===== config.mk =====
export PLATFORM = sky130hd
export DESIGN_NAME = omni_wheel_drive_mixer_top_flat
export DESIGN_NICKNAME = d
export VERILOG_FILES = /design/src/rtl/core/owdm_pkg.sv /design/src/rtl/core/owdm_if.sv /design/src/rtl/core/omni_wheel_drive_mixer_top.sv /design/src/rtl/core/owdm_mix.sv /design/src/rtl/core/owdm_div.sv /design/src/flat_wrapper.sv
export SDC_FILE = /design/constraint.sdc
export NUM_CORES = 1
export LEC_CHECK = 0
export BUFFER_PORTS_ARGS = -buffer_cell sky130_fd_sc_hd__buf_2
export CAP_MARGIN = 15
export CORE_UTILIZATION = 51
export CTS_CLUSTER_SIZE = 28
export DETAILED_ROUTE_END_ITERATION = 10
export PLACE_DENSITY = 0.67
export SYNTH_ARGS = -nofsm -noshare
export SYNTH_HDL_FRONTEND = slang
export SYNTH_SLANG_ARGS = --single-unit
export TNS_END_PERCENT = 100

===== constraint.sdc =====
create_clock -name clk -period 14.7 [get_ports clk]
set_input_delay 0.735 -clock clk [delete_from_list [all_inputs] [get_ports clk]]
set_output_delay 0.735 -clock clk [all_outputs]
set_load 0.05 [all_outputs]

===== src/rtl/core/owdm_pkg.sv =====
// ---------------------------------------------------------------------------
// owdm_pkg
// Shared types, constants and arithmetic helpers of the omni-wheel mixer.
// ---------------------------------------------------------------------------
package owdm_pkg;

    localparam int NUM_WHEELS     = 4;
    localparam int DIV_STAGES     = 4;
    localparam int BITS_PER_STAGE = 2;

    localparam logic [7:0] DEADZONE_RESET = 8'd15;
    localparam logic [8:0] SCALE_LIMIT    = 9'd128;
    localparam logic [7:0] SPEED_CAP      = 8'd255;

    // stick axis and mixed wheel value (the latter -384..383)
    typedef logic signed [7:0] axis_t;
    typedef logic signed [9:0] wheel_t;
    typedef logic [8:0]        mag_t;
    typedef logic [7:0]        speed_t;

    // peak stage result
    typedef struct packed {
        logic [NUM_WHEELS-1:0]       neg;
        mag_t [NUM_WHEELS-1:0]       mag;
        mag_t                        peak;
        logic                        scale;
    } mix_beat_t;

    // one divider lane: partial remainder and quotient bits so far
    typedef struct packed {
        mag_t   rem;
        speed_t quo;
    } lane_t;

    typedef struct packed {
        logic [NUM_WHEELS-1:0]       neg;
        mag_t [NUM_WHEELS-1:0]       mag;
        lane_t [NUM_WHEELS-1:0]      lane;
        mag_t                        peak;
        logic                        scale;
    } div_beat_t;

    // zero an axis whose magnitude is below the deadzone
    function automatic axis_t apply_deadzone(axis_t v, logic [7:0] dz);
        logic [7:0] amag;
        amag = v[7] ? 8'(-v) : 8'(v);
        return (amag < dz) ? axis_t'(0) : v;
    endfunction

    function automatic wheel_t widen(axis_t v);
        return {{2{v[7]}}, v};
    endfunction

    function automatic mag_t wheel_mag(wheel_t w);
        logic [9:0] t;
        t = w[9] ? 10'(-w) : 10'(w);
        return t[8:0];
    endfunction

    function automatic mag_t mag_max(mag_t a, mag_t b);
        return (a > b) ? a : b;
    endfunction

    // restoring division, a few quotient bits per call
    function automatic lane_t div_lane(lane_t l, mag_t peak);
        lane_t      r;
        logic [9:0] t;
        r = l;
        for (int s = 0; s < BITS_PER_STAGE; s++)
        begin
            t = {r.rem, 1'b0};
            if (t >= {1'b0, peak})
            begin
                t     = t - {1'b0, peak};
                r.quo = {r.quo[6:0], 1'b1};
            end
            else
            begin
                r.quo = {r.quo[6:0], 1'b0};
            end
            r.rem = t[8:0];
        end
        return r;
    endfunction

    function automatic div_beat_t div_advance(div_beat_t b);
        div_beat_t r;
        r = b;
        for (int k = 0; k < NUM_WHEELS; k++)
        begin
            r.lane[k] = div_lane(b.lane[k], b.peak);
        end
        return r;
    endfunction

    // final duty: scaled quotient or doubled magnitude, saturated
    function automatic speed_t wheel_speed(mag_t mag, speed_t quo, mag_t peak, logic scale);
        speed_t s;
        if (scale)
        begin
            s = (mag == peak) ? SPEED_CAP : quo;
        end
        else
        begin
            s = (mag[8:7] != 2'b00) ? SPEED_CAP : {mag[6:0], 1'b0};
        end
        return s;
    endfunction

endpackage


===== src/rtl/core/owdm_if.sv =====
// ---------------------------------------------------------------------------
// owdm_if
// Valid/ready channels for joystick samples and motor commands.
// ---------------------------------------------------------------------------
interface owdm_sample_if;
    logic              valid;
    logic              ready;
    logic signed [7:0] lateral;
    logic signed [7:0] forward;
    logic signed [7:0] turn;

    modport source (output valid, output lateral, output forward, output turn, input ready);
    modport sink   (input valid, input lateral, input forward, input turn, output ready);
endinterface

interface owdm_motor_if;
    logic       valid;
    logic       ready;
    logic       dir_one;
    logic [7:0] speed_one;
    logic       dir_two;
    logic [7:0] speed_two;
    logic       dir_three;
    logic [7:0] speed_three;
    logic       dir_four;
    logic [7:0] speed_four;

    modport source (output valid, output dir_one, output speed_one, output dir_two,
                    output speed_two, output dir_three, output speed_three,
                    output dir_four, output speed_four, input ready);
    modport sink   (input valid, input dir_one, input speed_one, input dir_two,
                    input speed_two, input dir_three, input speed_three,
                    input dir_four, input speed_four, output ready);
endinterface


===== src/rtl/core/omni_wheel_drive_mixer_top.sv =====
// ---------------------------------------------------------------------------
// omni_wheel_drive_mixer_top
// Throughput: one sample per cycle, set by the seven-stage pipeline
// (mix, peak, four divider stages, output register); stalls hold every stage.
// Reset: pipeline empties, deadzone returns to 15; no clearing pass.
// ---------------------------------------------------------------------------
module omni_wheel_drive_mixer_top (
    input  logic        clk,
    input  logic        rst_n,
    owdm_sample_if.sink sample,
    owdm_motor_if.source motor,
    input  logic        cfg_we,
    input  logic [7:0]  cfg_wdata
);
    import owdm_pkg::*;

    logic      [7:0] deadzone_reg;
    mix_beat_t       mix_beat;
    div_beat_t       div_beat;
    logic            mix_valid, mix_ready;
    logic            div_valid, div_ready;
    logic            out_valid_reg, out_valid_next;
    logic            out_en;
    logic   [NUM_WHEELS-1:0] dir_reg, dir_next;
    speed_t          speed_reg [NUM_WHEELS];
    speed_t          speed_next [NUM_WHEELS];

    // deadzone register
    always_ff @(posedge clk or negedge rst_n)
    begin
        if (!rst_n)
        begin
            deadzone_reg <= DEADZONE_RESET;
        end
        else if (cfg_we)
        begin
            deadzone_reg <= cfg_wdata;
        end
    end

    owdm_mix u_mix (
        .clk       (clk),
        .rst_n     (rst_n),
        .deadzone  (deadzone_reg),
        .in_valid  (sample.valid),
        .in_ready  (sample.ready),
        .lateral   (sample.lateral),
        .forward   (sample.forward),
        .turn      (sample.turn),
        .out_valid (mix_valid),
        .out_ready (mix_ready),
        .out_beat  (mix_beat)
    );

    owdm_div u_div (
        .clk       (clk),
        .rst_n     (rst_n),
        .in_valid  (mix_valid),
        .in_ready  (mix_ready),
        .in_beat   (mix_beat),
        .out_valid (div_valid),
        .out_ready (div_ready),
        .out_beat  (div_beat)
    );

    // final duty and motor order (motors 1..4 take v4, v1, v2, v3)
    always_comb
    begin
        out_en         = !out_valid_reg || motor.ready;
        out_valid_next = out_en ? div_valid : out_valid_reg;
        for (int k = 0; k < NUM_WHEELS; k++)
        begin
            dir_next[k]   = div_beat.neg[(k + NUM_WHEELS - 1) % NUM_WHEELS];
            speed_next[k] = wheel_speed(div_beat.mag[(k + NUM_WHEELS - 1) % NUM_WHEELS],
                                        div_beat.lane[(k + NUM_WHEELS - 1) % NUM_WHEELS].quo,
                                        div_beat.peak, div_beat.scale);
        end
    end

    assign div_ready = out_en;

    always_ff @(posedge clk or negedge rst_n)
    begin
        if (!rst_n)
        begin
            out_valid_reg <= 1'b0;
        end
        else
        begin
            out_valid_reg <= out_valid_next;
        end
    end

    always_ff @(posedge clk)
    begin
        if (out_en)
        begin
            dir_reg   <= dir_next;
            speed_reg <= speed_next;
        end
    end

    // output beat
    assign motor.valid       = out_valid_reg;
    assign motor.dir_one     = dir_reg[0];
    assign motor.speed_one   = speed_reg[0];
    assign motor.dir_two     = dir_reg[1];
    assign motor.speed_two   = speed_reg[1];
    assign motor.dir_three   = dir_reg[2];
    assign motor.speed_three = speed_reg[2];
    assign motor.dir_four    = dir_reg[3];
    assign motor.speed_four  = speed_reg[3];

endmodule


===== src/rtl/core/owdm_mix.sv =====
// ---------------------------------------------------------------------------
// owdm_mix
// Deadzone and wheel mixing stage, then magnitude and peak stage.
// ---------------------------------------------------------------------------
module owdm_mix (
    input  logic                  clk,
    input  logic                  rst_n,
    input  logic [7:0]            deadzone,
    input  logic                  in_valid,
    output logic                  in_ready,
    input  owdm_pkg::axis_t       lateral,
    input  owdm_pkg::axis_t       forward,
    input  owdm_pkg::axis_t       turn,
    output logic                  out_valid,
    input  logic                  out_ready,
    output owdm_pkg::mix_beat_t   out_beat
);
    import owdm_pkg::*;

    logic      mix_valid_reg, mix_valid_next;
    logic      peak_valid_reg, peak_valid_next;
    logic      mix_en, peak_en;
    wheel_t    w_reg [NUM_WHEELS];
    wheel_t    w_next [NUM_WHEELS];
    mix_beat_t peak_reg, peak_next;
    axis_t     x, y, r;
    mag_t      m01, m23;

    // stall chain
    always_comb
    begin
        peak_en         = !peak_valid_reg || out_ready;
        mix_en          = !mix_valid_reg || peak_en;
        mix_valid_next  = mix_en ? in_valid : mix_valid_reg;
        peak_valid_next = peak_en ? mix_valid_reg : peak_valid_reg;
    end

    assign in_ready  = mix_en;
    assign out_valid = peak_valid_reg;
    assign out_beat  = peak_reg;

    // deadzone and mixing
    always_comb
    begin
        x = apply_deadzone(lateral, deadzone);
        y = apply_deadzone(forward, deadzone);
        r = apply_deadzone(turn, deadzone);
        w_next[0] = -widen(x) + widen(y) - widen(r);
        w_next[1] =  widen(x) + widen(y) - widen(r);
        w_next[2] = -widen(x) + widen(y) + widen(r);
        w_next[3] =  widen(x) + widen(y) + widen(r);
    end

    // magnitudes and peak
    always_comb
    begin
        for (int k = 0; k < NUM_WHEELS; k++)
        begin
            peak_next.neg[k] = w_reg[k][9];
            peak_next.mag[k] = wheel_mag(w_reg[k]);
        end
        m01             = mag_max(peak_next.mag[0], peak_next.mag[1]);
        m23             = mag_max(peak_next.mag[2], peak_next.mag[3]);
        peak_next.peak  = mag_max(m01, m23);
        peak_next.scale = peak_next.peak > SCALE_LIMIT;
    end

    // valid bits
    always_ff @(posedge clk or negedge rst_n)
    begin
        if (!rst_n)
        begin
            mix_valid_reg  <= 1'b0;
            peak_valid_reg <= 1'b0;
        end
        else
        begin
            mix_valid_reg  <= mix_valid_next;
            peak_valid_reg <= peak_valid_next;
        end
    end

    // payload
    always_ff @(posedge clk)
    begin
        if (mix_en)
        begin
            w_reg <= w_next;
        end
        if (peak_en)
        begin
            peak_reg <= peak_next;
        end
    end

endmodule


===== src/rtl/core/owdm_div.sv =====
// ---------------------------------------------------------------------------
// owdm_div
// Pipelined restoring divider: four lanes, two quotient bits per stage.
// ---------------------------------------------------------------------------
module owdm_div (
    input  logic                  clk,
    input  logic                  rst_n,
    input  logic                  in_valid,
    output logic                  in_ready,
    input  owdm_pkg::mix_beat_t   in_beat,
    output logic                  out_valid,
    input  logic                  out_ready,
    output owdm_pkg::div_beat_t   out_beat
);
    import owdm_pkg::*;

    logic [DIV_STAGES-1:0] valid_reg, valid_next;
    logic [DIV_STAGES-1:0] en;
    div_beat_t             stage_reg  [DIV_STAGES];
    div_beat_t             stage_next [DIV_STAGES];
    div_beat_t             first_beat;

    // stall chain, last stage first
    always_comb
    begin
        en[DIV_STAGES-1] = !valid_reg[DIV_STAGES-1] || out_ready;
        for (int i = DIV_STAGES - 2; i >= 0; i--)
        begin
            en[i] = !valid_reg[i] || en[i+1];
        end
        valid_next[0] = en[0] ? in_valid : valid_reg[0];
        for (int i = 1; i < DIV_STAGES; i++)
        begin
            valid_next[i] = en[i] ? valid_reg[i-1] : valid_reg[i];
        end
    end

    // load remainders with the magnitudes
    always_comb
    begin
        first_beat.neg   = in_beat.neg;
        first_beat.mag   = in_beat.mag;
        first_beat.peak  = in_beat.peak;
        first_beat.scale = in_beat.scale;
        for (int k = 0; k < NUM_WHEELS; k++)
        begin
            first_beat.lane[k].rem = in_beat.mag[k];
            first_beat.lane[k].quo = '0;
        end
    end

    // divider steps
    always_comb
    begin
        stage_next[0] = div_advance(first_beat);
        for (int i = 1; i < DIV_STAGES; i++)
        begin
            stage_next[i] = div_advance(stage_reg[i-1]);
        end
    end

    assign in_ready  = en[0];
    assign out_valid = valid_reg[DIV_STAGES-1];
    assign out_beat  = stage_reg[DIV_STAGES-1];

    always_ff @(posedge clk or negedge rst_n)
    begin
        if (!rst_n)
        begin
            valid_reg <= '0;
        end
        else
        begin
            valid_reg <= valid_next;
        end
    end

    always_ff @(posedge clk)
    begin
        for (int i = 0; i < DIV_STAGES; i++)
        begin
            if (en[i])
            begin
                stage_reg[i] <= stage_next[i];
            end
        end
    end

endmodule


===== src/flat_wrapper.sv =====
// flat-port wrapper written by rule: the top's interface ports become plain ports
module omni_wheel_drive_mixer_top_flat import owdm_pkg::*;
  (clk, rst_n, cfg_we, cfg_wdata, sample_valid, sample_lateral, sample_forward, sample_turn, sample_ready, motor_valid, motor_dir_one, motor_speed_one, motor_dir_two, motor_speed_two, motor_dir_three, motor_speed_three, motor_dir_four, motor_speed_four, motor_ready);
  owdm_sample_if sample_i ();
  owdm_motor_if motor_i ();
  input  logic clk;
  input  logic rst_n;
  input  logic cfg_we;
  input  logic [7:0] cfg_wdata;
  input wire logic [$bits(sample_i.valid)-1:0] sample_valid;
  input wire logic [$bits(sample_i.lateral)-1:0] sample_lateral;
  input wire logic [$bits(sample_i.forward)-1:0] sample_forward;
  input wire logic [$bits(sample_i.turn)-1:0] sample_turn;
  output wire logic [$bits(sample_i.ready)-1:0] sample_ready;
  output wire logic [$bits(motor_i.valid)-1:0] motor_valid;
  output wire logic [$bits(motor_i.dir_one)-1:0] motor_dir_one;
  output wire logic [$bits(motor_i.speed_one)-1:0] motor_speed_one;
  output wire logic [$bits(motor_i.dir_two)-1:0] motor_dir_two;
  output wire logic [$bits(motor_i.speed_two)-1:0] motor_speed_two;
  output wire logic [$bits(motor_i.dir_three)-1:0] motor_dir_three;
  output wire logic [$bits(motor_i.speed_three)-1:0] motor_speed_three;
  output wire logic [$bits(motor_i.dir_four)-1:0] motor_dir_four;
  output wire logic [$bits(motor_i.speed_four)-1:0] motor_speed_four;
  input wire logic [$bits(motor_i.ready)-1:0] motor_ready;
  assign sample_i.valid = sample_valid;
  assign sample_i.lateral = sample_lateral;
  assign sample_i.forward = sample_forward;
  assign sample_i.turn = sample_turn;
  assign sample_ready = sample_i.ready;
  assign motor_valid = motor_i.valid;
  assign motor_dir_one = motor_i.dir_one;
  assign motor_speed_one = motor_i.speed_one;
  assign motor_dir_two = motor_i.dir_two;
  assign motor_speed_two = motor_i.speed_two;
  assign motor_dir_three = motor_i.dir_three;
  assign motor_speed_three = motor_i.speed_three;
  assign motor_dir_four = motor_i.dir_four;
  assign motor_speed_four = motor_i.speed_four;
  assign motor_i.ready = motor_ready;
  omni_wheel_drive_mixer_top u_core (.clk(clk), .rst_n(rst_n), .sample(sample_i), .motor(motor_i), .cfg_we(cfg_we), .cfg_wdata(cfg_wdata));
endmodule

==> flow_results.org <==
** Clock tree
- Buffers inserted during clock tree synthesis total 54.
- Post-cts resize count :: 0
- The clock passes through at most 3 buffers.
- Clock tree from TritonCTS :: done
- Number of buffers inserted to repair setup after CTS :: 0
- Hold-fix buffers at CTS :: 0
- Clock tree synthesis selected as its root buffer the cell sky130_fd_sc_hd__clkbuf_16.
- After clock tree synthesis, the clock-pin slew on the worst setup and hold paths is ~0.060 ns.
- Source-to-sink clock delay at the later pin of the worst-skew pair :: around 0.63 ns
- Count of H-tree levels built during CTS :: 2
- Number of sinks handled by clock tree synthesis :: 506

** Critical path
- Worst reg2reg path endpoint :: u_core.u_mix.out_beat[0]
- STA classifies the critical path endpoint as a flop.
- Data on the critical path is required at its endpoint by 15.05 ns.
- STA classifies the critical path startpoint as a flop.
- For the worst setup path, the data arrival time is about 7.1 ns.
- Crit path cell chain :: inv_1, ha_1, or3b_4, or3_2, o31ai_1, xor2_1, inv_1, ha_1, nand2_1, a221o_1, nor3_2, or2_4, mux2_1, ha_1, a21o_1, a21o_1, a21oi_1, o21ai_0, o21a_1, and2_4, a31o_1, a2111oi_2, and4b_1, a41oi_1
- Cell depth of the worst flop-to-flop path :: 24
- The worst register-to-register path begins at u_core.u_mix.w_reg[30].
- Of all nets on the critical path, the largest fanout is 9.
- Grouping stages by cell kind, the critical path spends the most delay in compound AO/OA/AOI/OAI gates.
- The setup check on the worst reg-to-reg path leaves a slack of between 8 and 9 ns.
- Critical path's most frequent cell :: sky130_fd_sc_hd__ha_1
- CP peak stage delay :: about 0.56 ns
- Critical-path cell with the highest stage delay :: sky130_fd_sc_hd__edfxtp_1
- Together, buffers and inverters on the worst path number 2.
- The worst setup path is of the flop to flop kind.

** Floorplan
- Core outline area :: 63080 sq um
- From left edge to right edge, the die measures about 250 um.
- Die span in y :: roughly 250 um
- The floorplan step defined a die boundary enclosing between 60000 and 70000 sq um.
- 75 I/O pins were placed.
- Row generation in the floorplan step produced 92 rows.
- The initial utilization of the core area, before any placement, comes to 0.5171.

** Global route
- Summed over all layers, the global routing overflow is 0.
- In the global route stage, overall resource usage came out at 0.2388.
- Wire length of the first global-routing pass :: 119800 um
- Antenna violations before repair :: 3
- The number of global-route vias before repair is about 22000.
- Entering global routing, the biggest net connects between 90 and 100 pins.

** Final layout
- Measured on the finished design, the core utilization comes to 0.5705.
- Area of all placed cells without fillers :: between 30000 and 40000 sq um
- The register with the most flip-flops in the layout has around 370 of them.
- Proportion of layout cells with a drive suffix above 1 :: 0.09746
- Final net count :: between 3000 and 4000
- Layout overhead on the synthesized area :: 10.32%
- Counting the fill cells in the layout gives approximately 5400.

** Place
- Last weighted congestion value of the routability-driven placer :: around 0.9
- Buffers on Ports :: 74
- In this run the cell area measured after placement is around 34000 sq um.
- HPWL reported at the end of detailed placement :: around 60000 um

** Timing
- Summed over all failing endpoints, the final setup total negative slack is 0 ns.
- The clock period could shrink to around 6.7 ns.
- Final Cycle Share :: 0.4556
- Based on the critical path, the design can be clocked at up to between 100 and 150 MHz.
- For the pin with the worst max-slew slack, the measured transition is ~1 ns.
- The number of hold violations in the final report came to 0.
- Layout Skew :: around 0.036 ns
- Slew Limit Fails :: 0
- Relative max-transition margin :: 0.3167
- Setup repair after global routing left no endpoint under its margin.
- Endpoints failing setup :: 0

** Synthesis
- After synthesis the cells add up to between 30000 and 40000 sq um.
- EDFF count, synth :: ~490
- Synthesized area divided by synthesized cell count :: between 10 and 15 sq um
- Measured against the total synthesized area, the mux share comes to 0.03494.
- The number of nets handed over by synthesis was roughly 3400.
- XOR/XNOR share of the synthesized area :: 0.06816
- Yosys warning total :: 0
- The synthesized netlist contains slightly below 80 unique library cells.
- Compound-cell area share of the yosys netlist :: 0.1479
- Sequential-to-total area share from yosys stat :: 0.4637
- In the synthesized netlist, the number of instances is 2975.
- In this run, synthesis produced a sequential element count of slightly above 500.
- Share of synthesized cell area in full adder, half adder and majority cells :: 0.1494
- Of the total synthesized cell area, the portion taken by AND, OR, NAND and NOR gates is 0.1036.
- Of all flip-flops after synthesis, the portion carrying an async set or reset was 0.02964.
- Top flip-flop cell by instance count after synthesis :: sky130_fd_sc_hd__edfxtp_1
- By area, the combinational part of the netlist is dominated by adder cells.

** Route
- Dividing the detail-routed via count by the number of cells gives 5.672.
- Routed wire length :: 77390 um
- First-pass iteration count of the detailed router :: 5
- Detailed-route DRC error count :: 0
- After the first detailed-routing iteration, the DRC count stood at between 1500 and 2000.
- Via count of the routed design :: roughly 22000
- Average wire per standard cell :: 19.56 um
- In this run the remaining antenna-violating nets after routing total 0.

** Min path
- The tightest min-delay check is of the primary input to async pin type.

** Job
- Max-Cap Viols :: 0

** Run status
- Outcome :: complete, no violations
-- Yosys cell counts, types with 12 or more instances --
cell / n / share of area
sky130_fd_sc_hd__a211o_1: 12 / 0.0032
sky130_fd_sc_hd__a211oi_1: 12 / 0.0028
sky130_fd_sc_hd__a21boi_0: 26 / 0.0060
sky130_fd_sc_hd__a21o_1: 111 / 0.026
sky130_fd_sc_hd__a21oi_1: 206 / 0.032
sky130_fd_sc_hd__clkbuf_1: 48 / 0.0055
sky130_fd_sc_hd__edfxtp_1: 491 / 0.45
sky130_fd_sc_hd__fa_1: 18 / 0.011
sky130_fd_sc_hd__ha_1: 360 / 0.14
sky130_fd_sc_hd__inv_1: 221 / 0.025
sky130_fd_sc_hd__mux2_2: 90 / 0.031
sky130_fd_sc_hd__nand2_1: 192 / 0.022
sky130_fd_sc_hd__nand2b_1: 71 / 0.014
sky130_fd_sc_hd__nand3_1: 12 / 0.0018
sky130_fd_sc_hd__nand4_1: 52 / 0.010
sky130_fd_sc_hd__nor2_1: 213 / 0.025
sky130_fd_sc_hd__nor2b_1: 57 / 0.011
sky130_fd_sc_hd__nor3_1: 25 / 0.0038
sky130_fd_sc_hd__o21a_1: 32 / 0.0074
sky130_fd_sc_hd__o21ai_0: 189 / 0.029
sky130_fd_sc_hd__o21bai_1: 46 / 0.011
sky130_fd_sc_hd__o22a_1: 28 / 0.0075
sky130_fd_sc_hd__o31ai_1: 25 / 0.0058
sky130_fd_sc_hd__or3_1: 21 / 0.0040
sky130_fd_sc_hd__xnor2_1: 190 / 0.051
sky130_fd_sc_hd__xor2_1: 62 / 0.017
-- placed cells by master, fill, tap and decap left out, types with 9 or more instances in the layout --
cell                        Yosys  layout
sky130_fd_sc_hd__xor2_1        62      62
sky130_fd_sc_hd__ha_1         360     360
sky130_fd_sc_hd__nand3_1       12      10
sky130_fd_sc_hd__fa_1          18      18
sky130_fd_sc_hd__nor2_1       213     213
sky130_fd_sc_hd__nor2b_1       57      57
sky130_fd_sc_hd__a21o_1       111     111
sky130_fd_sc_hd__nand4_1       52      52
sky130_fd_sc_hd__mux2i_1       10      10
sky130_fd_sc_hd__o22a_1        28      28
sky130_fd_sc_hd__o31ai_1       25      25
sky130_fd_sc_hd__a211oi_1      12      12
sky130_fd_sc_hd__o21bai_1      46      46
sky130_fd_sc_hd__edfxtp_1     491     491
sky130_fd_sc_hd__mux2_2        90      90
sky130_fd_sc_hd__nor3_1        25      25
sky130_fd_sc_hd__o21a_1        32      32
sky130_fd_sc_hd__inv_1        221     220
sky130_fd_sc_hd__o21ai_0      189     189
sky130_fd_sc_hd__a211o_1       12      12
sky130_fd_sc_hd__clkinv_2       0       9
sky130_fd_sc_hd__a21boi_0      26      26
sky130_fd_sc_hd__clkinv_1       2      11
sky130_fd_sc_hd__buf_2          0      74
sky130_fd_sc_hd__or3_1         21      21
sky130_fd_sc_hd__nand2_1      192     190
sky130_fd_sc_hd__dfrtp_1       11      11
sky130_fd_sc_hd__a31oi_1       11      11
sky130_fd_sc_hd__bufinv_16      0      12
sky130_fd_sc_hd__buf_4          0      13
sky130_fd_sc_hd__nand2b_1      71      71
sky130_fd_sc_hd__a21oi_1      206     206
sky130_fd_sc_hd__xnor2_1      190     190
sky130_fd_sc_hd__clkbuf_16      0      54
-- through the flow --
step / hold WS, ns / std cells / setup WS, ns
CTS: 0.05379 / 3954 / 8.075
detailed placement: 0.4045 / 3852 / 8.123
global placement: 0.4009 / 3852 / 8.303
global route: 0.08279 / 3955 / 7.751
floorplan: 0.4003 / 2975 / 7.718
finish: 0.08261 / 3957 / 8.002
-- layer usage --
metal	GRT usage	vias to the layer above	wire length, um
li1	-	11080	-
met1	0.3272	10760	35810
met2	0.4030	502	36510
met3	0.02532	100	3382
met4	0.06330	0	1693
met5	0	-	0
-- cell families after synthesis --
kind of cell    after synthesis
buf+inv                     279
xor+xnor                    253
mux                         102
simple gates                698
fa+ha+maj                   379
flops                       506
compound gates              758
-- layout make-up --
| type | instances | area (sq um) | share of cell area |
|---|---|---|---|
| clock inverters | 45 | 629.4 | 0.01749 |
| repair buffers | 88 | 495.5 | 0.01377 |
| clock buffers | 57 | 1363 | 0.03786 |
| diodes | 2 | 5.005 | 0.0001391 |
| multi-input cells | 2190 | 16470 | 0.4577 |
| flip-flops and latches | 506 | 15120 | 0.4203 |
| inverters | 223 | 838.3 | 0.02330 |
| well taps | 846 | 1059 | 0.02941 |
-- worst max path at each step --
stage	slack, ns	startpoint	cells past startpoint	to
5_1_grt	7.75	u_core.u_mix.w_reg[30]	24	u_core.u_mix.out_beat[0]
3_5_place_dp	8.12	u_core.u_mix.w_reg[30]	24	u_core.u_mix.out_beat[0]
4_1_cts	8.08	u_core.u_mix.w_reg[30]	24	u_core.u_mix.out_beat[0]
6_report	8.00	u_core.u_mix.w_reg[30]	24	u_core.u_mix.out_beat[0]
3_3_place_gp	8.30	u_core.u_mix.w_reg[30]	24	u_core.u_mix.out_beat[0]
2_1_floorplan	7.72	motor_ready	4	u_core.u_div.stage_reg[0][0]
Power is left out: the tool's default activity adds up to more than one toggle a clock period on the data nets, which glitch-free logic cannot reach.
